## config.mk

```make
export PLATFORM = sky130hd
export DESIGN_NAME = sbz_window
export DESIGN_NICKNAME = d
export VERILOG_FILES = /design/src/rtl/core/sbz_pkg.sv /design/src/rtl/core/sbz_window.sv
export SDC_FILE = /design/constraint.sdc
export NUM_CORES = 1
export LEC_CHECK = 0
export BUFFER_PORTS_ARGS = -buffer_cell sky130_fd_sc_hd__buf_4
export CORE_UTILIZATION = 26
export DETAILED_ROUTE_END_ITERATION = 7
export MAX_ROUTING_LAYER = met4
export SETUP_SLACK_MARGIN = 0.1
export SYNTH_ARGS = -nofsm -noshare
export SYNTH_HDL_FRONTEND = slang
export SYNTH_SLANG_ARGS = --single-unit
```

## constraint.sdc

```tcl
create_clock -name clock -period 11 [get_ports clock]
set_input_delay 1.65 -clock clock [delete_from_list [all_inputs] [get_ports clock]]
set_output_delay 1.65 -clock clock [all_outputs]
set_load 0.05 [all_outputs]
```

## src/rtl/core/sbz_pkg.sv

```systemverilog
// Shared types, constants and tables for the sliding cubic Bezier sampler.
// Used by the top level, sbz_window and sbz_eval under rtl/core; depends on nothing else.
package sbz_pkg;

   localparam int COORD_WIDTH_DEF = 32;
   localparam int MAX_SAMPLES     = 64;
   localparam int CNT_W           = 7;     // sample_count register width
   localparam int J_W             = 6;     // sample index within a window
   localparam int T_W             = 17;    // t and u, unsigned Q0.16 up to one
   localparam int SQ_W            = 34;    // t*t and u*u

   localparam logic [CNT_W-1:0] SAMPLE_COUNT_RST = 7'd16;
   localparam logic [CNT_W-1:0] SAMPLE_COUNT_MIN = 7'd2;
   localparam logic [CNT_W-1:0] SAMPLE_COUNT_MAX = CNT_W'(MAX_SAMPLES);
   localparam logic [T_W-1:0]   T_ONE            = 17'h10000;
   localparam logic [T_W-1:0]   T_INC_RST        = 17'd4369;

   // Step of t for a window of k+1 points: floor(2^16 / k).
   localparam logic [T_W-1:0] INC_TABLE [64] = '{
      17'd65536, 17'd65536, 17'd32768, 17'd21845, 17'd16384, 17'd13107, 17'd10922,
      17'd9362,  17'd8192,  17'd7281,  17'd6553,  17'd5957,  17'd5461,  17'd5041,
      17'd4681,  17'd4369,  17'd4096,  17'd3855,  17'd3640,  17'd3449,  17'd3276,
      17'd3120,  17'd2978,  17'd2849,  17'd2730,  17'd2621,  17'd2520,  17'd2427,
      17'd2340,  17'd2259,  17'd2184,  17'd2114,  17'd2048,  17'd1985,  17'd1927,
      17'd1872,  17'd1820,  17'd1771,  17'd1724,  17'd1680,  17'd1638,  17'd1598,
      17'd1560,  17'd1524,  17'd1489,  17'd1456,  17'd1424,  17'd1394,  17'd1365,
      17'd1337,  17'd1310,  17'd1285,  17'd1260,  17'd1236,  17'd1213,  17'd1191,
      17'd1170,  17'd1149,  17'd1129,  17'd1110,  17'd1092,  17'd1074,  17'd1057,
      17'd1040
   };

   typedef struct packed {
      logic [CNT_W-1:0] count;   // effective points per window, 2 .. MAX_SAMPLES
      logic [T_W-1:0]   inc;     // t step, Q0.16
   } cfg_type;

   // Multiplier schedule for one curve point, one operation a cycle.
   typedef enum logic [3:0] {
      OP_UU, OP_TT, OP_UUU, OP_UUT, OP_UTT, OP_TTT,
      OP_X0, OP_X1, OP_X2, OP_X3,
      OP_Y0, OP_Y1, OP_Y2, OP_Y3,
      OP_DRAIN
   } op_type;

   typedef enum logic [1:0] {
      ST_IDLE,
      ST_CALC,
      ST_LOAD
   } state_type;

endpackage

```

## src/rtl/core/sbz_window.sv

```systemverilog
// Waypoint window: holds the three previous waypoints and the current one,
// and starts an evaluation once a window of four is complete. Uses sbz_pkg.
module sbz_window #(
   parameter int COORD_WIDTH = sbz_pkg::COORD_WIDTH_DEF
) (
   input  logic                          clock,
   input  logic                          reset,
   input  logic                          req_valid,
   output logic                          req_ready,
   input  logic signed [COORD_WIDTH-1:0] waypoint_x,
   input  logic signed [COORD_WIDTH-1:0] waypoint_y,
   input  logic                          path_start,
   input  logic                          done,
   output logic                          start,
   output logic signed [COORD_WIDTH-1:0] win_x [4],
   output logic signed [COORD_WIDTH-1:0] win_y [4]
);

   logic signed [COORD_WIDTH-1:0] held_x_ff [3];
   logic signed [COORD_WIDTH-1:0] held_y_ff [3];
   logic signed [COORD_WIDTH-1:0] cur_x_ff;
   logic signed [COORD_WIDTH-1:0] cur_y_ff;
   logic [1:0] cnt_ff, cnt_in;
   logic       busy_ff, busy_in;
   logic       start_ff, start_in;
   logic [1:0] base;
   logic       accept;
   logic       full;

   assign req_ready = !busy_ff;
   assign accept    = req_valid && !busy_ff;
   // path start drops the held points before this waypoint is taken
   assign base      = path_start ? 2'd0 : cnt_ff;
   assign full      = (base == 2'd3);

   always_comb begin
      cnt_in   = cnt_ff;
      busy_in  = busy_ff;
      start_in = 1'b0;
      if (accept && !full) begin
         cnt_in = base + 2'd1;
      end else if (accept) begin
         cnt_in   = base;
         busy_in  = 1'b1;
         start_in = 1'b1;
      end
      if (done) begin
         busy_in = 1'b0;
      end
   end

   always_ff @(posedge clock) begin
      if (reset) begin
         cnt_ff   <= 2'd0;
         busy_ff  <= 1'b0;
         start_ff <= 1'b0;
      end else begin
         cnt_ff   <= cnt_in;
         busy_ff  <= busy_in;
         start_ff <= start_in;
      end
   end

   always_ff @(posedge clock) begin
      if (accept && !full) begin
         held_x_ff[base] <= waypoint_x;
         held_y_ff[base] <= waypoint_y;
      end else if (accept) begin
         cur_x_ff <= waypoint_x;
         cur_y_ff <= waypoint_y;
      end
      // slide by one once the window has been sampled
      if (done) begin
         held_x_ff[0] <= held_x_ff[1];
         held_x_ff[1] <= held_x_ff[2];
         held_x_ff[2] <= cur_x_ff;
         held_y_ff[0] <= held_y_ff[1];
         held_y_ff[1] <= held_y_ff[2];
         held_y_ff[2] <= cur_y_ff;
      end
   end

   assign start    = start_ff;
   assign win_x[0] = held_x_ff[0];
   assign win_x[1] = held_x_ff[1];
   assign win_x[2] = held_x_ff[2];
   assign win_x[3] = cur_x_ff;
   assign win_y[0] = held_y_ff[0];
   assign win_y[1] = held_y_ff[1];
   assign win_y[2] = held_y_ff[2];
   assign win_y[3] = cur_y_ff;

   a_done_when_busy: assert property (@(posedge clock) disable iff (reset)
      done |-> busy_ff) else $error("window slid while no evaluation was running");
   a_start_busy: assert property (@(posedge clock) disable iff (reset)
      start |-> busy_ff) else $error("evaluation started without a held window");
   a_no_accept_busy: assert property (@(posedge clock) disable iff (reset)
      start_ff |=> !start_ff) else $error("two evaluation starts in a row");

endmodule

```

==> results.sh, run 1 <==
export IMPL_synthAdderAreaFrac_pct=0.3751
export IMPL_synth_compound_area_share_pct=0.5002
export IMPL_synth_fp_nets=835
export IMPL_rsz0062_at_grt="no"
export IMPL_grt_usage_pct=13.77
export IMPL_grt_antenna_before_repair=0
export IMPL_drc_errors=0
export IMPL_path_clk_slew_ps=60
export IMPL_crit_required_ps=11190
export IMPL_synth_flop_cell="edfxtp_1"
export IMPL_viasPerCell=4.146
export IMPL_critPathCaptureType="register"
export IMPL_tightest_slew_ps=1127
export IMPL_place_area_um2=12930
export IMPL_post_route_util_pct=36.45
export IMPL_antenna_cells=0
export IMPL_synthDistinctLibCells=21
export IMPL_maxSlewViolCount=0
export IMPL_powerDensity_nw_per_um2=180.3
export IMPL_ys_ff_latch=260
export IMPL_r2r_slack_ps=8130
export IMPL_finalCriticalPeriod_ps=3767
export IMPL_cap_violations=0
export IMPL_synthCells=763
export IMPL_pre_cts_ws_ps=6543
export IMPL_synthTopCellsByCount="nand2_1, edfxtp_1, nand2b_1"
export IMPL_core_rowCount=71
export IMPL_wire_per_inst_um=16.65
export IMPL_finalHoldViolations=0
export IMPL_clockRootBuffer="clkbuf_16"
export IMPL_critical_path_class="in -> reg"
export IMPL_final_area_um2=13760
export IMPL_cts_buffer_depth=3
export IMPL_hold_class="reg -> reg"
export IMPL_yosys_area_top_type_share_pct=76.83
export IMPL_total_leakage_power_nw=6.047
export IMPL_yosysMostFrequentCell="nand2_1"
export IMPL_register_area_um2=7767
export IMPL_synth_area_top_cells="edfxtp_1, nand2_1, nand2b_1"
export IMPL_holdPathEnd="cnt_ff[1]"
export IMPL_synth_area_um2=10010
export IMPL_worstReg2RegEnd="cur_x_ff[31]"
export IMPL_max_freq_mhz=265.5
export IMPL_dieWidth_um=198.2
export IMPL_syn_area_per_cell_um2=13.11
export IMPL_cts_tree="yes"
export IMPL_numPortBuffers=326
export IMPL_synth_top_family_by_area="simple AND/OR/NAND/NOR gates"
export IMPL_synthArstFlopShare_pct=0
export IMPL_synth_top_cell_by_area="edfxtp_1"
export IMPL_ys_seq_area_share_pct=77.63
export IMPL_worstPathArrival_ps=3950
export IMPL_worstSkewPairLatency_ps=550
export IMPL_hold_start="cnt_ff[1]"
export IMPL_h_tree_depth=1
export IMPL_io_pins=327
export IMPL_holdPathStages=2
export IMPL_vias=6742
export IMPL_first_iter_violations=378
export IMPL_outcome="completed"
export IMPL_reg2reg_depth=5
export IMPL_fp_coreArea_um2=37760
export IMPL_start_util_pct=26.50
export IMPL_setup_viol=0
export IMPL_muxShareOfSynthArea_pct=0
export IMPL_grt_pass1_vias=6634
export IMPL_grt_max_degree=107
export IMPL_layout_setup_ws_ps=7233
export IMPL_cts_hold_buf=0
export IMPL_rr_startpoint="cnt_ff[1]"
export IMPL_grt_pass1_wl_um=40060
export IMPL_cts_buffers=29
export IMPL_postCtsSetupBuffers=0
export IMPL_skew_ps=9.340
export IMPL_dp_hpwl_um=18120
export IMPL_post_cts_resized=0
export IMPL_synth_edff_count=256
export IMPL_critPathMaxFanout=33
export IMPL_cp_start_kind="input port"
export IMPL_yosysWarnings=0
export IMPL_post_route_period_util_pct=34.24
export IMPL_ant_nets=0
export IMPL_ir_drop_mv=0.1215
export IMPL_cts_sinks=260
export IMPL_p_total_mw=2.481
export IMPL_layout_drive_gt1_share_pct=33.45
export IMPL_fin_nets=1167
export IMPL_die_area_um2=39270
export IMPL_synth_simple_area_share_pct=19.08
export IMPL_gp_congestion=0.7959
export IMPL_dieHeight_um=198.2
export IMPL_synth_xor_area_share_pct=0
export IMPL_fillCellCount=3717
export IMPL_setup_tns_ps=0
export IMPL_overflow=0
export IMPL_routed_wl_um=27080
export IMPL_syn_to_final_growth_pct=37.55
export IMPL_drtPass1Iterations=5
export IMPL_slew_headroom_pct=24.86
export IMPL_multi_input_area_um2=2028
[power breakdown]
| group | switching (mW) | internal [mW] |
|---|---|---|
| combinational | 0.304 | 0.111 |
| sequential | 0.0304 | 1.16 |
| clock | 0.391 | 0.480 |
| total | 0.725 | 1.76 |
[registers in the layout, indices dropped and copies added, names as in the netlist]
register	cells
cur_y_ff	32
busy_ff	1
cur_x_ff	32
held_x_ff	96
start	1
held_y_ff	96
cnt_ff	2
[how the worst max path moves through the flow]
stage	cells past startpoint	to	start
global route	7	cur_y_ff[28]	path_start
finish	7	cur_x_ff[31]	path_start
CTS	7	cur_y_ff[31]	path_start
global placement	7	cur_y_ff[31]	path_start
floorplan	5	cur_x_ff[0]	path_start
detailed placement	7	cur_y_ff[24]	path_start
[worst max-delay path: stages]
cell and delay (ps):
buf_4 120, nand2b_1 180, inv_1 90, ha_1 240, inv_1 120, nor2_4 860, buf_4 610
[cell usage in the layout (no fill, tap or decap)]
master,count
a21o_4,2
a21oi_1,2
a31o_4,1
a31oi_1,1
buf_4,329
buf_6,1
clkbuf_1,5
clkbuf_16,29
clkinv_1,8
clkinv_2,5
clkinv_4,1
clkinvlp_4,2
dfxtp_1,4
edfxtp_1,256
ha_1,3
inv_1,4
inv_6,1
nand2_1,384
nand2b_1,65
nand2b_4,1
nand3_1,1
nor2_1,1
nor2_4,1
nor2b_1,2
nor3_1,2
o21ai_0,2
or3_1,2
[layer usage]
metal	track usage (%)	share of wire, %	up-vias
met1	17.24	42	3239
met5	-	0	-
met4	2.871	1.7	0
met2	21.72	48	250
met3	4.446	8.6	27
li1	-	-	3226
[area by class of cell]
cell class | instances | area share [%]
Clock buffer | 34 | 5.409
Timing Repair Buffer | 330 | 18.03
Inverter | 4 | 0.1091
Multi-Input combinational cell | 470 | 14.74
Sequential cell | 260 | 56.44
Tap cell | 511 | 4.645
Clock inverter | 17 | 0.6364
[logic make-up (layout without fill, tap and decap cells)]
family / Yosys count / in the layout
AOI/OAI and AO/OA: 8 / 8
and+or+nand+nor: 459 / 459
buffers and inverters: 33 / 385
DFF: 260 / 260
adders and majority gates: 3 / 3
[per-stage QoR]
step	hold WS, ps	instances
final	482.3	1626
after detailed placement	467.4	1575
after floorplan	442.6	763
after global routing	511.5	1626
after CTS	483.0	1626
after global placement	474.9	1575
(Power assumes the default switching activity.)
==> run 2: changes to the inputs <==
clock period = 3.3 ns   (was 11 ns; I/O delays follow)
==> run 2 against run 1 <==
Power increased to 3.3 times the previous value. Combinational power grew to 3.4 times the previous value. Clock power increased to 3.3 times the previous value. Core utilization grew 0.31 points. Register-to-register slack lost 7000 ps. Clock skew is 14 ps higher. Wire length is 2.4% lower. Die area did not move. Final area grew 0.85%. Largest cell class unchanged.
==> results.sh, run 2 (synthesized netlist as in run 1, its figures left out) <==
export IMPL_setup_tns_ps=0
export IMPL_fp_coreArea_um2=37760
export IMPL_cts_sinks=260
export IMPL_start_util_pct=26.50
export IMPL_worstPathArrival_ps=2420
export IMPL_antenna_cells=0
export IMPL_path_clk_slew_ps=60
export IMPL_cts_tree="yes"
export IMPL_critPathCaptureType="register"
export IMPL_cap_violations=0
export IMPL_fin_nets=1172
export IMPL_reg_largest_list="held_x_ff x96, held_y_ff x96"
export IMPL_worstSkewPairLatency_ps=560
export IMPL_clockRootBuffer="clkbuf_16"
export IMPL_grt_antenna_before_repair=0
export IMPL_crit_required_ps=3530
export IMPL_dieHeight_um=198.2
export IMPL_hold_class="in -> reg"
export IMPL_p_total_mw=8.271
export IMPL_first_iter_violations=269
export IMPL_outcome="completed"
export IMPL_cts_hold_buf=0
export IMPL_ant_nets=0
export IMPL_slew_headroom_pct=69.17
export IMPL_post_route_period_util_pct=66.22
export IMPL_vias=6732
export IMPL_ir_drop_mv=0.4303
export IMPL_layout_drive_gt1_share_pct=33.51
export IMPL_postCtsSetupBuffers=0
export IMPL_total_leakage_power_nw=6.095
export IMPL_io_pins=327
export IMPL_grt_usage_pct=13.38
export IMPL_grt_max_degree=98
export IMPL_numPortBuffers=326
export IMPL_grt_pass1_vias=6776
export IMPL_cts_buffer_depth=3
export IMPL_setup_viol=0
export IMPL_cts_buffers=29
export IMPL_post_route_util_pct=36.77
export IMPL_die_area_um2=39270
export IMPL_cp_start_kind="register"
export IMPL_maxSlewViolCount=0
export IMPL_overflow=0
export IMPL_tightest_slew_ps=462.5
export IMPL_syn_to_final_growth_pct=38.73
export IMPL_finalHoldViolations=0
export IMPL_dp_hpwl_um=17960
export IMPL_viasPerCell=4.122
export IMPL_wire_per_inst_um=16.19
export IMPL_powerDensity_nw_per_um2=595.9
export IMPL_final_cell_mix="nand2_1, buf_4, edfxtp_1"
export IMPL_layout_commonest_cell="nand2_1"
export IMPL_final_area_um2=13880
export IMPL_drc_errors=0
export IMPL_skew_ps=23.03
export IMPL_max_freq_mhz=457.6
export IMPL_routed_wl_um=26440
export IMPL_place_area_um2=13040
export IMPL_dieWidth_um=198.2
export IMPL_h_tree_depth=1
export IMPL_finalCriticalPeriod_ps=2185
export IMPL_gp_congestion=0.7627
export IMPL_drtPass1Iterations=4
export IMPL_core_rowCount=71
export IMPL_grt_pass1_wl_um=39020
export IMPL_rsz0062_at_grt="no"
export IMPL_r2r_slack_ps=1110
export IMPL_critical_path_class="reg -> reg"
export IMPL_critPathMaxFanout=30
export IMPL_post_cts_resized=0
-- run 2: worst max-delay path, cell delays in order (launching register included) --
cell and delay [ps]:
dfxtp_1 330, nand2b_1 140, inv_1 80, ha_1 240
nor2_1 310, a21o_4 440, buf_12 290
-- run 2: metal layers --
metal / vias up / share of wire [%] / GRT usage [%]
met3: 36 / 9.3 / 4.786
met2: 254 / 48 / 21.44
met1: 3195 / 41 / 15.89
li1: 3247 / - / -
met4: 0 / 2.1 / 3.445
met5: - / 0 / -
-- run 2: per-stage QoR --
step	setup slack (ps)	hold slack, ps	instances
global route	907.0	84.52	1633
CTS	1061	79.06	1633
finish	1115	118.5	1633
floorplan	170.0	442.6	763
detailed placement	753.0	460.8	1580
global placement	785.7	456.7	1580
-- run 2: layout make-up --
cell class                      instances  area [um^2]
Clock buffer                           36        752.0
Clock inverter                         17        85.08
Fill cell                            3708        23870
Timing Repair Buffer                  335         2594
Multi-Input combinational cell        470         2028
Inverter                                4        15.01
Tap cell                              511        639.4
Sequential cell                       260         7767
-- run 2: worst paths after layout --
path,from,end,cells after the start
hold / removal,waypoint_x[2],cur_x_ff[2],1
setup reg to reg,cnt_ff[0],held_y_ff[2][20],6
hold reg to reg,cnt_ff[1],cnt_ff[1],2
setup / recovery,cnt_ff[0],held_y_ff[2][20],6
-- run 2: power breakdown --
part | switching [mW] | total [mW] | internal (mW)
sequential | 0.101 | 3.98 | 3.88
combinational | 1.01 | 1.39 | 0.382
clock | 1.29 | 2.89 | 1.61
total | 2.40 | 8.27 | 5.87
==> run 3: changes to the inputs <==
ABC_AREA = 1   (was default)
clock period = 2.1 ns   (was 3.3 ns; I/O delays follow)
==> run 3 against run 2 <==
Wire length increased by 8.6%. Worst setup slack got worse by 810 ps. Maximum frequency increased by 21%. First-iteration DRC count increased by 18%.
==> results.sh, run 3 <==
export IMPL_vias=7097
export IMPL_syn_to_final_growth_pct=46.09
export IMPL_critPathMaxFanout=47
export IMPL_switchingPower_mw=3.820
export IMPL_fp_coreArea_um2=37930
export IMPL_r2r_slack_ps=300
export IMPL_synth_flop_cell="edfxtp_1"
export IMPL_yosys_area_top_type_share_pct=76.06
export IMPL_die_area_um2=39670
export IMPL_total_leakage_power_nw=6.580
export IMPL_cts_tree="yes"
export IMPL_viasPerCell=4.160
export IMPL_reg_largest_list="held_x_ff x96, held_y_ff x96"
export IMPL_worstPathArrival_ps=2000
export IMPL_wire_per_inst_um=16.82
export IMPL_fillCellCount=3646
export IMPL_ys_ff_latch=260
export IMPL_switching_share_pct=28.09
export IMPL_synthTopCellsByCount="nand2_1, edfxtp_1, nand2_4"
export IMPL_grt_pass1_wl_um=41430
export IMPL_cts_sinks=260
export IMPL_dp_hpwl_um=19240
export IMPL_synth_edff_count=256
export IMPL_ant_nets=0
export IMPL_h_tree_depth=1
export IMPL_routed_wl_um=28700
export IMPL_path_clk_slew_ps=60
export IMPL_multi_input_area_um2=2081
export IMPL_postCtsSetupBuffers=0
export IMPL_post_route_period_util_pct=85.69
export IMPL_cell_internal_pwr_mw=9.780
export IMPL_drtPass1Iterations=4
export IMPL_hold_class="in -> reg"
export IMPL_layout_commonest_cell="nand2_1"
export IMPL_holdPathEnd="busy_ff"
export IMPL_grt_pass1_vias=7193
export IMPL_rsz0062_at_grt="no"
export IMPL_layout_drive_gt1_share_pct=34.84
export IMPL_overflow=0
export IMPL_first_iter_violations=318
export IMPL_clockRootBuffer="clkbuf_16"
export IMPL_yosysMostFrequentCell="nand2_1"
export IMPL_maxSlewViolCount=0
export IMPL_synth_fp_nets=842
export IMPL_hold_start="req_valid"
export IMPL_cts_buffer_depth=3
export IMPL_io_pins=327
export IMPL_worstSkewPairLatency_ps=560
export IMPL_rr_startpoint="cnt_ff[1]"
export IMPL_core_rowCount=71
export IMPL_finalCriticalPeriod_ps=1799
export IMPL_ys_seq_area_share_pct=76.85
export IMPL_holdPathStages=3
export IMPL_final_cell_mix="nand2_1, buf_4, edfxtp_1"
export IMPL_reg2reg_depth=6
export IMPL_grt_max_degree=194
export IMPL_grt_antenna_before_repair=1
export IMPL_gp_congestion=0.7888
export IMPL_synthArstFlopShare_pct=0
export IMPL_register_area_um2=7769
export IMPL_ir_drop_mv=0.7836
export IMPL_max_freq_mhz=555.7
export IMPL_cts_buffers=29
export IMPL_slew_headroom_pct=40.12
export IMPL_fin_nets=1247
export IMPL_skew_ps=29.62
export IMPL_syn_area_per_cell_um2=13.13
export IMPL_powerDensity_nw_per_um2=921.0
export IMPL_p_comb_share_pct=17.3
export IMPL_synthDistinctLibCells=18
export IMPL_setup_tns_ps=0
export IMPL_drc_errors=0
export IMPL_dieWidth_um=199.2
export IMPL_yosysWarnings=0
export IMPL_outcome="completed"
export IMPL_dieHeight_um=199.2
export IMPL_setup_viol=0
export IMPL_synth_area_top_cells="edfxtp_1, nand2_1, nand2_4"
export IMPL_worstReg2RegEnd="held_x_ff[2][12]"
export IMPL_numPortBuffers=326
export IMPL_cp_start_kind="register"
export IMPL_synth_area_um2=10110
export IMPL_cap_violations=0
export IMPL_synth_top_cell_by_area="edfxtp_1"
export IMPL_holdWs_ps=51.84
export IMPL_start_util_pct=26.65
export IMPL_tightest_slew_ps=898.2
export IMPL_critical_path_class="reg -> reg"
export IMPL_critPathCaptureType="register"
export IMPL_finalHoldViolations=0
export IMPL_clock_power_share_pct=36.7
export IMPL_power_frac_seq_pct=46.0
export IMPL_crit_required_ps=2300
export IMPL_synthCells=770
export IMPL_grt_usage_pct=14.19
-- run 3: cell types whose count changed after synthesis, sizes merged, moves of 2 or more --
cell	previous run	this run
inv	4	10
nand2b	66	0
buf	24	29
nand2	384	456
a21o	2	0
clkbuf	5	0
nor2b	2	0
nand3	1	4
or3	2	0
-- run 3: layer usage --
| metal | wire (um) | track usage (%) | vias up |
|---|---|---|---|
| li1 | - | - | 3388 |
| met1 | 11740 | 17.25 | 3386 |
| met2 | 13800 | 22.93 | 281 |
| met3 | 2500 | 4.304 | 42 |
| met4 | 655 | 3.590 | 0 |
| met5 | 0 | - | - |
-- run 3: how the worst max path moves through the flow --
stage,endpoint,cells after the start,start,slack (ps)
after floorplan,held_x_ff[0][0],7,path_start,-160
after global placement,held_x_ff[2][18],6,path_start,190
after detailed placement,held_x_ff[2][20],6,path_start,160
after CTS,held_x_ff[2][21],6,cnt_ff[1],280
after global routing,held_x_ff[2][12],6,cnt_ff[1],190
final,held_x_ff[2][12],6,cnt_ff[1],300
-- run 3: area by class of cell --
| cell class | count | area share, % |
|---|---|---|
| well taps | 511 | 4.330 |
| clock buffers | 43 | 5.474 |
| inverters | 10 | 0.4322 |
| flip-flops and latches | 260 | 52.61 |
| repair buffers | 403 | 22.29 |
| clock inverters | 7 | 0.7457 |
| diodes | 1 | 0.01695 |
| multi-input cells | 471 | 14.09 |
-- run 3: kinds of logic (layout without fill, tap and decap cells) --
kind of cell | Yosys count | count (layout) | share of synthesized area [%]
other | 0 | 1 | 0
adders and majority gates | 3 | 3 | 0.3714
DFF | 260 | 260 | 76.85
and+or+nand+nor | 464 | 464 | 19.32
buffers and inverters | 39 | 463 | 3.256
AOI/OAI and AO/OA | 4 | 4 | 0.1980
-- run 3: power by group through the flow --
| stage | combinational, mW | clock [mW] | sequential, mW |
|---|---|---|---|
| finish | 2.35 | 4.99 | 6.26 |
| global placement | 2.26 | 0 | 6.36 |
| CTS | 2.37 | 5.15 | 6.27 |
| global route | 2.48 | 5.32 | 6.29 |
| floorplan | 0.427 | 0 | 7.40 |
| detailed placement | 2.27 | 0 | 6.37 |
-- run 3: through the flow --
step	cells	util, %	area (um^2)	power [mW]	setup slack (ps)
after CTS	1705	38.92	14760	13.79	281.2
final	1706	38.93	14770	13.60	300.5
after detailed placement	1590	34.78	13190	8.641	161.7
after floorplan	770	-	10200	7.826	-159.6
after global placement	1590	34.78	13190	8.617	194.8
after global routing	1706	38.93	14770	14.10	188.3
-- run 3: repair_timing --
action	CTS	global route
endpoints found under the hold margin	68	0
resized for setup	0	0
hold buffers	65	0
-- run 3: critical path, stage by stage, from the launching register on --
cell	delay, ps
dfxtp_1	320
inv_1	50
nor2_2	250
ha_1	220
nand3_1	150
nand2_4	120
buf_12	290
